<file path="config.mk">
export PLATFORM = sky130hd
export DESIGN_NAME = edit_distance_similarity
export DESIGN_NICKNAME = d
export VERILOG_FILES = /design/src/rtl/core/eds_pkg.sv /design/src/rtl/core/eds_cell.sv /design/src/rtl/core/eds_chain.sv /design/src/rtl/core/edit_distance_similarity.sv
export SDC_FILE = /design/constraint.sdc
export NUM_CORES = 2
export LEC_CHECK = 0
export ABC_AREA = 1
export BUFFER_PORTS_ARGS = -buffer_cell sky130_fd_sc_hd__buf_4
export CORE_MARGIN = 2
export CORE_UTILIZATION = 30
export DETAILED_ROUTE_END_ITERATION = 12
export PLACE_DENSITY = 0.41
export SYNTH_ARGS = -nofsm -noshare
export SYNTH_HDL_FRONTEND = slang
export SYNTH_SLANG_ARGS = --single-unit
</file>
<file path="constraint.sdc">
create_clock -name aclk -period 16.3 [get_ports aclk]
set_input_delay 1.63 -clock aclk [delete_from_list [all_inputs] [get_ports aclk]]
set_output_delay 1.63 -clock aclk [all_outputs]
set_load 0.02 [all_outputs]
</file>
<file path="src/rtl/core/eds_pkg.sv">
// Shared types, constants and codes for the edit distance similarity block.
// No dependencies; every other file in rtl/core imports this package.
`timescale 1ns / 1ps

package eds_pkg;

    // Longest string held, and the widths that follow from it.
    localparam int MAX_LEN = 32;
    localparam int LEN_W   = 6;
    localparam int IDX_W   = 5;
    localparam int THR_W   = 7;

    // Reset value of the similarity threshold.
    localparam logic [THR_W-1:0] THR_RESET = 7'd80;

    // Scale used by the score test.
    localparam logic signed [7:0] SCORE_SCALE = 8'sd99;

    // Command codes on the input channel.
    localparam logic [1:0] CMD_CLEAR  = 2'd0;
    localparam logic [1:0] CMD_FIRST  = 2'd1;
    localparam logic [1:0] CMD_SECOND = 2'd2;
    localparam logic [1:0] CMD_FINISH = 2'd3;

    // Status codes on the result channel.
    localparam logic [1:0] STAT_OK   = 2'd0;
    localparam logic [1:0] STAT_OVF  = 2'd1;
    localparam logic [1:0] STAT_LATE = 2'd2;

    // Data moving from one cell to the next.
    typedef struct packed {
        logic             valid;
        logic [7:0]       ch;
        logic [LEN_W-1:0] left;   // new row value of the cell on the left
        logic [LEN_W-1:0] diag;   // old row value of the cell on the left
    } link_t;

    // Control broadcast to every cell.
    typedef struct packed {
        logic       clear;
        logic       load;
        logic [7:0] load_byte;
    } cell_ctrl_t;

    // One result item.
    typedef struct packed {
        logic             done_res;
        logic [1:0]       status;
        logic             similar;
        logic [LEN_W-1:0] distance;
    } result_t;

endpackage

</file>
<file path="src/rtl/core/eds_cell.sv">
// One cell of the Levenshtein row: holds one first-string byte and one row entry.
// Depends on eds_pkg for the link and control types.
`timescale 1ns / 1ps

module eds_cell
    import eds_pkg::*;
(
    input  logic             aclk,
    input  logic             aresetn,
    input  cell_ctrl_t       ctrl,
    input  logic             load_sel,
    input  logic [LEN_W-1:0] init_val,
    input  link_t            link_in,
    output link_t            link_out,
    output logic [LEN_W-1:0] row_val,
    output logic             busy
);

    logic [7:0]       ch_reg;
    logic [LEN_W-1:0] row_reg, row_next;
    link_t            link_reg, link_next;
    logic [LEN_W-1:0] min_ul, min_all;

    // Edit step: match takes the diagonal, else one plus the smallest neighbor.
    always_comb begin
        min_ul  = (row_reg < link_in.left) ? row_reg : link_in.left;
        min_all = (min_ul < link_in.diag) ? min_ul : link_in.diag;
        if (ch_reg == link_in.ch) begin
            row_next = link_in.diag;
        end else begin
            row_next = min_all + LEN_W'(1);
        end
        link_next.valid = link_in.valid & ~ctrl.clear;
        link_next.ch    = link_in.ch;
        link_next.left  = row_next;
        link_next.diag  = row_reg;
    end

    // Row entry: back to its index on reset or clear.
    always_ff @(posedge aclk) begin
        if (!aresetn || ctrl.clear) begin
            row_reg <= init_val;
        end else if (link_in.valid) begin
            row_reg <= row_next;
        end
    end

    // Only the valid bit of the forward link needs a reset.
    always_ff @(posedge aclk) begin
        if (!aresetn) begin
            link_reg.valid <= 1'b0;
        end else begin
            link_reg.valid <= link_next.valid;
        end
        link_reg.ch   <= link_next.ch;
        link_reg.left <= link_next.left;
        link_reg.diag <= link_next.diag;
    end

    // First-string byte for this position.
    always_ff @(posedge aclk) begin
        if (ctrl.load && load_sel) begin
            ch_reg <= ctrl.load_byte;
        end
    end

    assign link_out = link_reg;
    assign row_val  = row_reg;
    assign busy     = link_reg.valid;

endmodule

</file>
<file path="src/rtl/core/eds_chain.sv">
// Row of MAX_LEN cells; a second-string byte steps one cell to the right per cycle.
// Depends on eds_pkg and eds_cell.
`timescale 1ns / 1ps

module eds_chain
    import eds_pkg::*;
(
    input  logic             aclk,
    input  logic             aresetn,
    input  cell_ctrl_t       ctrl,
    input  logic [LEN_W-1:0] load_idx,
    input  link_t            head,
    output logic [LEN_W-1:0] rows [MAX_LEN],
    output logic             busy
);

    link_t              links [MAX_LEN+1];
    logic [MAX_LEN-1:0] cell_busy;

    assign links[0] = head;

    // Cell k holds row entry k+1 and first-string byte k.
    for (genvar k = 0; k < MAX_LEN; k++) begin : g_cell
        eds_cell u_cell (
            .aclk     (aclk),
            .aresetn  (aresetn),
            .ctrl     (ctrl),
            .load_sel (load_idx == LEN_W'(k)),
            .init_val (LEN_W'(k + 1)),
            .link_in  (links[k]),
            .link_out (links[k+1]),
            .row_val  (rows[k]),
            .busy     (cell_busy[k])
        );
    end

    // Any byte still in flight keeps the row from being read.
    assign busy = |cell_busy;

endmodule

</file>
<file path="src/rtl/core/edit_distance_similarity.sv">
// Top level of the edit distance similarity block: command decode, finish unit,
// result queue and configuration register. Depends on eds_pkg and eds_chain.
`timescale 1ns / 1ps
//
//  Channel  | Direction | Contents
//  ---------+-----------+----------------------------------------------------
//  s_*      | in        | tuser: cmd[1:0]; tdata: char_byte[7:0]
//  m_*      | out       | tuser: done_res; tdata: distance, similar, status
//  cfg_*    | in        | cfg_data: similar_threshold[6:0]
//
//  Clear and append commands may follow back to back while the result queue has room;
//  a second-string byte walks the cell row at one cell per cycle.
//  Finish waits in the drain state until the row has drained, capturing the row entry,
//  then tests the score and queues the result in the calc state.
//  Results pass through a two-entry queue, so input is taken while one waits.
//  Reset is synchronous and active low; it returns the row to entry i = i.

module edit_distance_similarity
    import eds_pkg::*;
(
    input  logic             aclk,
    input  logic             aresetn,
    // Input stream.
    input  logic             s_tvalid,
    output logic             s_tready,
    input  logic [7:0]       s_tdata,    // [7:0] char_byte
    input  logic [1:0]       s_tuser,    // [1:0] cmd
    // Result stream.
    output logic             m_tvalid,
    input  logic             m_tready,
    output logic [15:0]      m_tdata,    // [5:0] distance, [6] similar, [8:7] status
    output logic             m_tuser,    // [0] done_res
    // Configuration write.
    input  logic             cfg_valid,
    output logic             cfg_ready,
    input  logic [THR_W-1:0] cfg_data
);

    localparam logic [1:0] FSM_IDLE  = 2'd0;
    localparam logic [1:0] FSM_DRAIN = 2'd1;
    localparam logic [1:0] FSM_CALC  = 2'd2;

    logic [1:0]       state_reg, state_next;
    logic [THR_W-1:0] thr_reg;
    logic [LEN_W-1:0] first_len_reg, second_len_reg;
    logic [LEN_W-1:0] dist_reg, maxlen_reg;
    logic             both_reg;

    logic             in_xfer, out_xfer;
    logic [1:0]       cmd;
    cell_ctrl_t       ctrl;
    link_t            head;
    logic [LEN_W-1:0] rows [MAX_LEN];
    logic             chain_busy;
    logic [LEN_W-1:0] row_sel;
    logic [LEN_W-1:0] row_idx;

    result_t          push_res;
    logic             push;
    result_t          q_mem_reg [2];
    logic             wr_ptr_reg, rd_ptr_reg;
    logic [1:0]       count_reg;

    logic signed [15:0] lhs, rhs;
    logic               sim;

    assign cmd       = s_tuser;
    assign in_xfer   = s_tvalid && s_tready;
    assign out_xfer  = m_tvalid && m_tready;
    assign s_tready  = (state_reg == FSM_IDLE) && (count_reg != 2'd2);
    assign cfg_ready = 1'b1;

    // Threshold register.
    always_ff @(posedge aclk) begin
        if (!aresetn) begin
            thr_reg <= THR_RESET;
        end else if (cfg_valid && cfg_ready) begin
            thr_reg <= cfg_data;
        end
    end

    // Command decode: chain control, head of the row and immediate results.
    always_comb begin
        ctrl.clear     = in_xfer && (cmd == CMD_CLEAR);
        ctrl.load      = 1'b0;
        ctrl.load_byte = s_tdata;
        head.valid     = 1'b0;
        head.ch        = s_tdata;
        head.diag      = second_len_reg;
        head.left      = second_len_reg + LEN_W'(1);
        push_res       = '0;
        push           = 1'b0;
        if (in_xfer) begin
            unique case (cmd)
                CMD_CLEAR: begin
                    push = 1'b1;
                end
                CMD_FIRST: begin
                    push = 1'b1;
                    if (second_len_reg != '0) begin
                        push_res.status = STAT_LATE;
                    end else if (first_len_reg >= LEN_W'(MAX_LEN)) begin
                        push_res.status = STAT_OVF;
                    end else begin
                        ctrl.load = 1'b1;
                    end
                end
                CMD_SECOND: begin
                    push = 1'b1;
                    if (second_len_reg >= LEN_W'(MAX_LEN)) begin
                        push_res.status = STAT_OVF;
                    end else begin
                        head.valid = 1'b1;
                    end
                end
                CMD_FINISH: begin
                    push = 1'b0;
                end
                default: begin
                    push = 1'b0;
                end
            endcase
        end
        if (state_reg == FSM_CALC) begin
            push              = 1'b1;
            push_res.done_res = 1'b1;
            push_res.distance = dist_reg;
            push_res.similar  = sim;
        end
    end

    // String lengths.
    always_ff @(posedge aclk) begin
        if (!aresetn || ctrl.clear) begin
            first_len_reg  <= '0;
            second_len_reg <= '0;
        end else begin
            if (ctrl.load) begin
                first_len_reg <= first_len_reg + LEN_W'(1);
            end
            if (head.valid) begin
                second_len_reg <= second_len_reg + LEN_W'(1);
            end
        end
    end

    eds_chain u_chain (
        .aclk     (aclk),
        .aresetn  (aresetn),
        .ctrl     (ctrl),
        .load_idx (first_len_reg),
        .head     (head),
        .rows     (rows),
        .busy     (chain_busy)
    );

    // Row entry at the first-string length; entry zero is the second length.
    assign row_idx = first_len_reg - LEN_W'(1);
    assign row_sel = (first_len_reg == '0) ? second_len_reg : rows[row_idx[IDX_W-1:0]];

    // Finish sequencer.
    always_comb begin
        state_next = state_reg;
        unique case (state_reg)
            FSM_IDLE: begin
                if (in_xfer && (cmd == CMD_FINISH)) begin
                    state_next = FSM_DRAIN;
                end
            end
            FSM_DRAIN: begin
                if (!chain_busy) begin
                    state_next = FSM_CALC;
                end
            end
            FSM_CALC: begin
                state_next = FSM_IDLE;
            end
            default: begin
                state_next = FSM_IDLE;
            end
        endcase
    end

    always_ff @(posedge aclk) begin
        if (!aresetn) begin
            state_reg <= FSM_IDLE;
        end else begin
            state_reg <= state_next;
        end
    end

    // Capture distance and longer length once the row is settled.
    always_ff @(posedge aclk) begin
        if (state_reg == FSM_DRAIN) begin
            dist_reg   <= row_sel;
            maxlen_reg <= (first_len_reg > second_len_reg) ? first_len_reg : second_len_reg;
            both_reg   <= (first_len_reg != '0) && (second_len_reg != '0);
        end
    end

    // Score test: 99*(m-d) >= (threshold-1)*m, in 16-bit signed integers.
    always_comb begin
        lhs = 16'(SCORE_SCALE) * ($signed({10'd0, maxlen_reg}) - $signed({10'd0, dist_reg}));
        rhs = ($signed({9'd0, thr_reg}) - 16'sd1) * $signed({10'd0, maxlen_reg});
        sim = both_reg && (lhs >= rhs);
    end

    // Two-entry result queue.
    always_ff @(posedge aclk) begin
        if (!aresetn) begin
            wr_ptr_reg <= 1'b0;
            rd_ptr_reg <= 1'b0;
            count_reg  <= 2'd0;
        end else begin
            if (push) begin
                wr_ptr_reg <= ~wr_ptr_reg;
            end
            if (out_xfer) begin
                rd_ptr_reg <= ~rd_ptr_reg;
            end
            count_reg <= count_reg + 2'(push) - 2'(out_xfer);
        end
    end

    always_ff @(posedge aclk) begin
        if (push) begin
            q_mem_reg[wr_ptr_reg] <= push_res;
        end
    end

    // Result channel.
    assign m_tvalid = (count_reg != 2'd0);
    assign m_tuser  = q_mem_reg[rd_ptr_reg].done_res;
    assign m_tdata  = {7'd0, q_mem_reg[rd_ptr_reg].status,
                       q_mem_reg[rd_ptr_reg].similar,
                       q_mem_reg[rd_ptr_reg].distance};

endmodule

</file>
# Word level (Yosys, flattened, before mapping)
# Memories as Yosys holds them, arrays and structs flattened. A register that Yosys moved wholly into a read port is not among the register bits.
# Index checks and enable logic that the tools add are counted.
# classes
add_sub_neg	39
n_mul	2
n_div	0
order_cmp	69
eq_ne	71
n_shift	0
mux	125
n_bitwise	36
reduce_logical	50
# ops
op	n
2-to-1 mux 6 bit	100
< comparator 6 bit	64
equality test 8 bit	32
adder 6 x 1 -> 6 bit (second input constant)	34
equality test 6 x 5 -> 1 bit (second input constant)	16
equality test 6 x 4 -> 1 bit (second input constant)	8
logical AND 1 bit	39
bitwise AND 1 bit	32
OR reduction 32 bit	1
binary-select mux 6 bit (select 5 bit)	1
equality test 6 x 3 -> 1 bit (second input constant)	4
>= comparator 6 bit (second input constant)	3
2-to-1 mux 1 bit	16
>= comparator 15 bit	1
multiplier 8 x 7 -> 15 bit	1
multiplier 8 x 7 -> 15 bit (first input constant)	1
equality test 6 x 2 -> 1 bit (second input constant)	2
nonzero test 6 bit	2
2-to-1 mux 2 bit	4
one-hot mux 2 bit (2 select lines)	2
subtractor 7 x 1 -> 8 bit (second input constant)	1
2-to-1 mux 7 bit	1
subtractor 6 x 6 -> 7 bit	1
equality test 2 bit (second input constant)	3
18 further kinds	23
# word_totals
reg_bits	1138
latchBits	0
mem_bits_rw	20
romBits	0
in_bits	22
output_inout_bits	20
wordCells	592
mem_count	1
# mem_list
memory	depth	width	rd	rd_ports_with_merged_regs	write_ports	line_no	text
q_mem_reg	2	10	1	1	1	edit_distance_similarity.sv:60	result_t q_mem_reg [2];

# Depth between registers and ports, before layout
# depth
word_depth	7
mapped_depth	34
depth_no_buf	34

# Hierarchy
# From an unflattened synthesis, not the netlist that was laid out.
# hier_totals
cells_unflattened	7605
hier_area_um2	65202.5
# by_module_without_submodules
module	instances	cells_per_inst	area_each_um2	seq_area_each_um2
eds_cell (u_chain.g_cell[0].u_cell ...)	26	192	1751.7	840.8
edit_distance_similarity	1	1326	8742.1	1511.4
eds_cell (u_chain.g_cell[5].u_cell ...)	5	196	1734.2	840.8
eds_cell (u_chain.g_cell[14].u_cell)	1	192	1749.2	840.8
eds_chain	1	115	496.7	0.0

# Least setup slack after synthesis
# Ideal clock, no wire load.
# synth_timing
path_type	register to register
startpoint	register thr_reg[0]
endpoint	memory q_mem_reg[0][6] (netlist bit) (data pin)
setup_time_ns	0.252
arrival_ns	5.656
t_required_ns	16.048
slack_ns	10.392
stages_incl_launch_ff	33
path_buffers	0
synth_period_minus_slack_ns	5.908
cell_sequence	dfxtp_1 inv_1 ha_1 nand2_1 xor2_1 nor2_1 fa_1 inv_1 fa_1 inv_1 fa_1 inv_1 fa_1 inv_1 ha_1 inv_1 nor3_1 nand2_1 o211ai_1 a21o_1 a21oi_1 o21bai_1 a21oi_1 xor2_1 ha_1 nand2_1 nor2_1 nand4_1 o21ai_0 or2_2 nand3_1 nand3_1 inv_1
# synth_rtl
item	line_no	text
start, declared	edit_distance_similarity.sv:44	logic [THR_W-1:0] thr_reg;
start signal, assigned	edit_distance_similarity.sv:78	thr_reg <= cfg_data;
end, declared	edit_distance_similarity.sv:60	

==> impl_metrics.tcl <==
set metrics [dict create \
    grt_antenna_before_repair 3 \
    tightest_slew_ns 1.253 \
    grt_usage_pct 16.43 \
    irDropWorstVdd_uv 113.9 \
    data_arrival_time_at_the_worst_slack_endpoint_ns 7.10 \
    drtPass1Iterations 5 \
    detail_route.wl_per_cell_um 16.74 \
    die_area_um2 199500 \
    seq_area_frac_synth_pct 44.40 \
    numCtsBuffers 137 \
    finalNetCount 7541 \
    synth.lib_cells_used.distinct 58 \
    holdBufCountCts 0 \
    seq_area_um2 26100 \
    power.density_nw_per_um2 202.5 \
    die_height_um 446.6 \
    cp_max_fo 6 \
    critPathSlowestCell "sky130_fd_sc_hd__fa_1" \
    max-slew-margin-rel_pct 15.81 \
    die-width_um 446.6 \
    synth.ff_latch_count 1159 \
    clk_transition_reported_paths_ns 0.06 \
    syn-mean-instance-area_um2 8.462 \
    overflow 0 \
    place_hpwl_mm 125.0 \
    wire_length_of_the_first_global_routing_pass_mm 255.7 \
    startpoint_type "register" \
    required_ns 16.84 \
    hold_vio_cnt_final 0 \
    clk_latency_ns 0.80 \
    slew_viol_final 0 \
    fmaxAchievable_ghz 0.1525 \
    finalWeightedCongestion 0.8208 \
    cp-end-kind "register" \
    cts_resized 0 \
    drt_iter0_markers 2371 \
    grt_start_max_net_pins 65 \
    routed_via_density 4.493 \
    core_area_um2 194800 \
    htree_levels 4 \
    placement_rows 162 \
    ys_warn_count 0 \
    setup_repair_after_global_routing_missed_its_margin "no" \
    drcViolationCount 0 \
    design_power_total_w 0.01350 \
    n_fill_cell 20240 \
    finalWirelength_mm 163.4 \
    drt.antenna.violating_nets 0 \
    clkSinkCount 1159 \
    power.leakage_nw 29.99 \
    share_of_cells_above_drive_strength_1_pct 10.29 \
    largest_register_ff_count 620 \
    worst_path_largest_cell_delay_ns 0.53 \
    floorplan.initialDensity_pct 30.18 \
    pin_count 42 \
    final_cells 9756 \
    total_vias_in_the_final_route 43840 \
    share_of_synthesized_flip_flops_with_an_asynchronous_set_or_reset_pct 0 \
    multi_input_area_um2 28200 \
    skew_ns 0.05256 \
    count_of_flip_flops_with_a_built_in_enable_after_synthesis 289 \
    fin_crit_ns 6.558 \
    port-buffer-count 33 \
    crit_type "reg -> reg" \
    max_cap_violations 0 \
    summed_negative_setup_slack_over_all_endpoints_ns 0 \
    placedCellCount 9501 \
    layout-area-overhead-vs-synth_pct 13.40 \
    clock-root-buffer "sky130_fd_sc_hd__clkbuf_16" \
    status "completed" \
    yosys_most_used_dff "sky130_fd_sc_hd__dfxtp_1" \
    clock_tree.buffer_depth 3 \
    period_share_pct 40.23 \
    post-cts-setup-buffers 0 \
    cp_most_frequent_cell "sky130_fd_sc_hd__inv_1" \
    via_count_of_the_first_global_routing_pass 43630 \
    cts_tree "done" \
    hold_ws_ns 0.3524 \
    hold_path_class "reg -> reg" \
    synthesis.area_um2 58780 \
    setup_viol_count_final 0 \
    cell_count_after_synthesis 6946 \
]
## cells in the mapped netlist, types with 4 or more instances
library cell | count | area (µm²)
sky130_fd_sc_hd__o221ai_1 | 4 | 35.03
sky130_fd_sc_hd__mux2_2 | 10 | 112.6
sky130_fd_sc_hd__and2_1 | 4 | 25.02
sky130_fd_sc_hd__nor2_1 | 364 | 1366
sky130_fd_sc_hd__fa_1 | 41 | 820.8
sky130_fd_sc_hd__clkinv_1 | 13 | 48.80
sky130_fd_sc_hd__nand3_1 | 485 | 2427
sky130_fd_sc_hd__a31oi_1 | 10 | 62.56
sky130_fd_sc_hd__buf_4 | 26 | 195.2
sky130_fd_sc_hd__nand2_2 | 155 | 969.7
sky130_fd_sc_hd__o21bai_1 | 37 | 277.8
sky130_fd_sc_hd__o21ai_1 | 214 | 1071
sky130_fd_sc_hd__clkbuf_1 | 58 | 217.7
sky130_fd_sc_hd__nor4_1 | 74 | 462.9
sky130_fd_sc_hd__xnor2_1 | 12 | 105.1
sky130_fd_sc_hd__nand2_1 | 1441 | 5409
sky130_fd_sc_hd__buf_6 | 11 | 123.9
sky130_fd_sc_hd__nand2_4 | 47 | 529.3
sky130_fd_sc_hd__o21ai_0 | 296 | 1481
sky130_fd_sc_hd__a211oi_2 | 29 | 362.9
sky130_fd_sc_hd__nand4_1 | 34 | 212.7
sky130_fd_sc_hd__buf_2 | 38 | 190.2
sky130_fd_sc_hd__xor2_1 | 284 | 2487
sky130_fd_sc_hd__a21oi_1 | 343 | 1717
sky130_fd_sc_hd__or2_1 | 23 | 143.9
sky130_fd_sc_hd__ha_1 | 461 | 5768
sky130_fd_sc_hd__nor2_2 | 29 | 181.4
sky130_fd_sc_hd__o21ai_2 | 43 | 376.6
sky130_fd_sc_hd__or2_2 | 8 | 50.05
sky130_fd_sc_hd__nand2_8 | 15 | 300.3
sky130_fd_sc_hd__dfxtp_1 | 870 | 17420
sky130_fd_sc_hd__or2_0 | 8 | 50.05
sky130_fd_sc_hd__nor3_1 | 20 | 100.1
sky130_fd_sc_hd__a21oi_2 | 42 | 367.9
sky130_fd_sc_hd__o211ai_1 | 68 | 510.5
sky130_fd_sc_hd__edfxtp_1 | 289 | 8678
sky130_fd_sc_hd__a211oi_1 | 5 | 37.54
sky130_fd_sc_hd__inv_1 | 942 | 3536
sky130_fd_sc_hd__inv_2 | 59 | 221.5
## layout make-up
type | count | area share (%)
inverters | 1014 | 5.712
well taps | 2624 | 4.926
clock buffers | 192 | 5.804
flip-flops and latches | 1159 | 39.15
diodes | 2 | 0.007508
repair buffers | 61 | 0.6870
multi-input cells | 4644 | 42.30
clock inverters | 60 | 1.406
## where the power goes
group,switching (W),internal (W),leakage [nW]
registers,0.000164,0.00328,9.78
logic,0.00452,0.00232,17.9
clock network,0.00131,0.00190,2.32
total,0.00600,0.00750,30.0
## cell families after synthesis
group	synth area share (%)
simple gates	20.97
flops	44.40
buf+inv	7.731
compound gates	11.08
fa+ha+maj	11.21
xor+xnor	4.411
mux	0.1916
other cells	0.01278
## cells in the final DEF (no fill, tap or decap), types with 12 or more instances in the layout
master and n:
sky130_fd_sc_hd__dfxtp_1 869, sky130_fd_sc_hd__nor2_1 364, sky130_fd_sc_hd__edfxtp_1 289, sky130_fd_sc_hd__xor2_1 284
sky130_fd_sc_hd__nor4_1 74, sky130_fd_sc_hd__a21oi_2 42, sky130_fd_sc_hd__clkbuf_8 17, sky130_fd_sc_hd__a21oi_1 343
sky130_fd_sc_hd__nand2_2 155, sky130_fd_sc_hd__nor3_1 17, sky130_fd_sc_hd__inv_2 61, sky130_fd_sc_hd__o21ai_0 296
sky130_fd_sc_hd__nand3_1 485, sky130_fd_sc_hd__o211ai_1 68, sky130_fd_sc_hd__clkbuf_1 35, sky130_fd_sc_hd__nand2_4 48
sky130_fd_sc_hd__clkinv_2 22, sky130_fd_sc_hd__fa_1 41, sky130_fd_sc_hd__ha_1 460, sky130_fd_sc_hd__o21bai_1 37
sky130_fd_sc_hd__clkinv_1 14, sky130_fd_sc_hd__nand2_1 1440, sky130_fd_sc_hd__xnor2_1 12, sky130_fd_sc_hd__a211oi_2 29
sky130_fd_sc_hd__nor2_2 29, sky130_fd_sc_hd__nand2_8 15, sky130_fd_sc_hd__o21ai_2 43, sky130_fd_sc_hd__o21ai_1 214
sky130_fd_sc_hd__bufinv_16 13, sky130_fd_sc_hd__buf_4 60, sky130_fd_sc_hd__nand4_1 34, sky130_fd_sc_hd__inv_1 942
sky130_fd_sc_hd__or2_1 23, sky130_fd_sc_hd__clkbuf_16 140
## worst max-delay path, delay by kind of cell (launching register included)
kind	cells	cell delay (ns)
adder cells (fa/ha/maj)	7	2.85
AND/OR/NAND/NOR	12	1.18
AO/OA/AOI/OAI	6	0.97
XOR/XNOR	2	0.55
flip-flops	1	0.42
buffers and inverters	6	0.38
## through the flow
step | utilization, % | instance area [µm²] | setup slack [ns]
6_report | 34.22 | 66660 | 9.742
5_1_grt | 34.22 | 66650 | 9.136
4_1_cts | 34.21 | 66640 | 9.690
3_5_place_dp | 31.74 | 61830 | 9.673
3_3_place_gp | 31.74 | 61820 | 9.672
2_1_floorplan | - | 58800 | 10.39
## path summary, 6_finish.rpt
check	from	to	slack [ns]	cells after the start
setup reg to reg	thr_reg[0]$_SDFFE_PN0P_	q_mem_reg[0][6]$_DFFE_PP_	9.74	33
hold reg to reg	u_chain.g_cell[29].u_cell.link_out[14]$_DFF_P_	u_chain.g_cell[30].u_cell.link_out[14]$_DFF_P_	0.35	0
hold / removal	u_chain.g_cell[29].u_cell.link_out[14]$_DFF_P_	u_chain.g_cell[30].u_cell.link_out[14]$_DFF_P_	0.35	0
setup / recovery	thr_reg[0]$_SDFFE_PN0P_	q_mem_reg[0][6]$_DFFE_PP_	9.74	33
## routing by layer
| layer | share of wire [%] | wire length (µm) | global-route usage (%) | up-vias |
|---|---|---|---|---|
| met2 | 45 | 74070 | 26.91 | 487 |
| met1 | 50 | 82240 | 22.97 | 20320 |
| li1 | - | - | - | 22870 |
| met3 | 2.8 | 4502 | 2.173 | 160 |
| met4 | 1.5 | 2529 | 3.492 | 0 |
| met5 | 0 | 0 | 0 | - |
(Power assumes the default switching activity.)
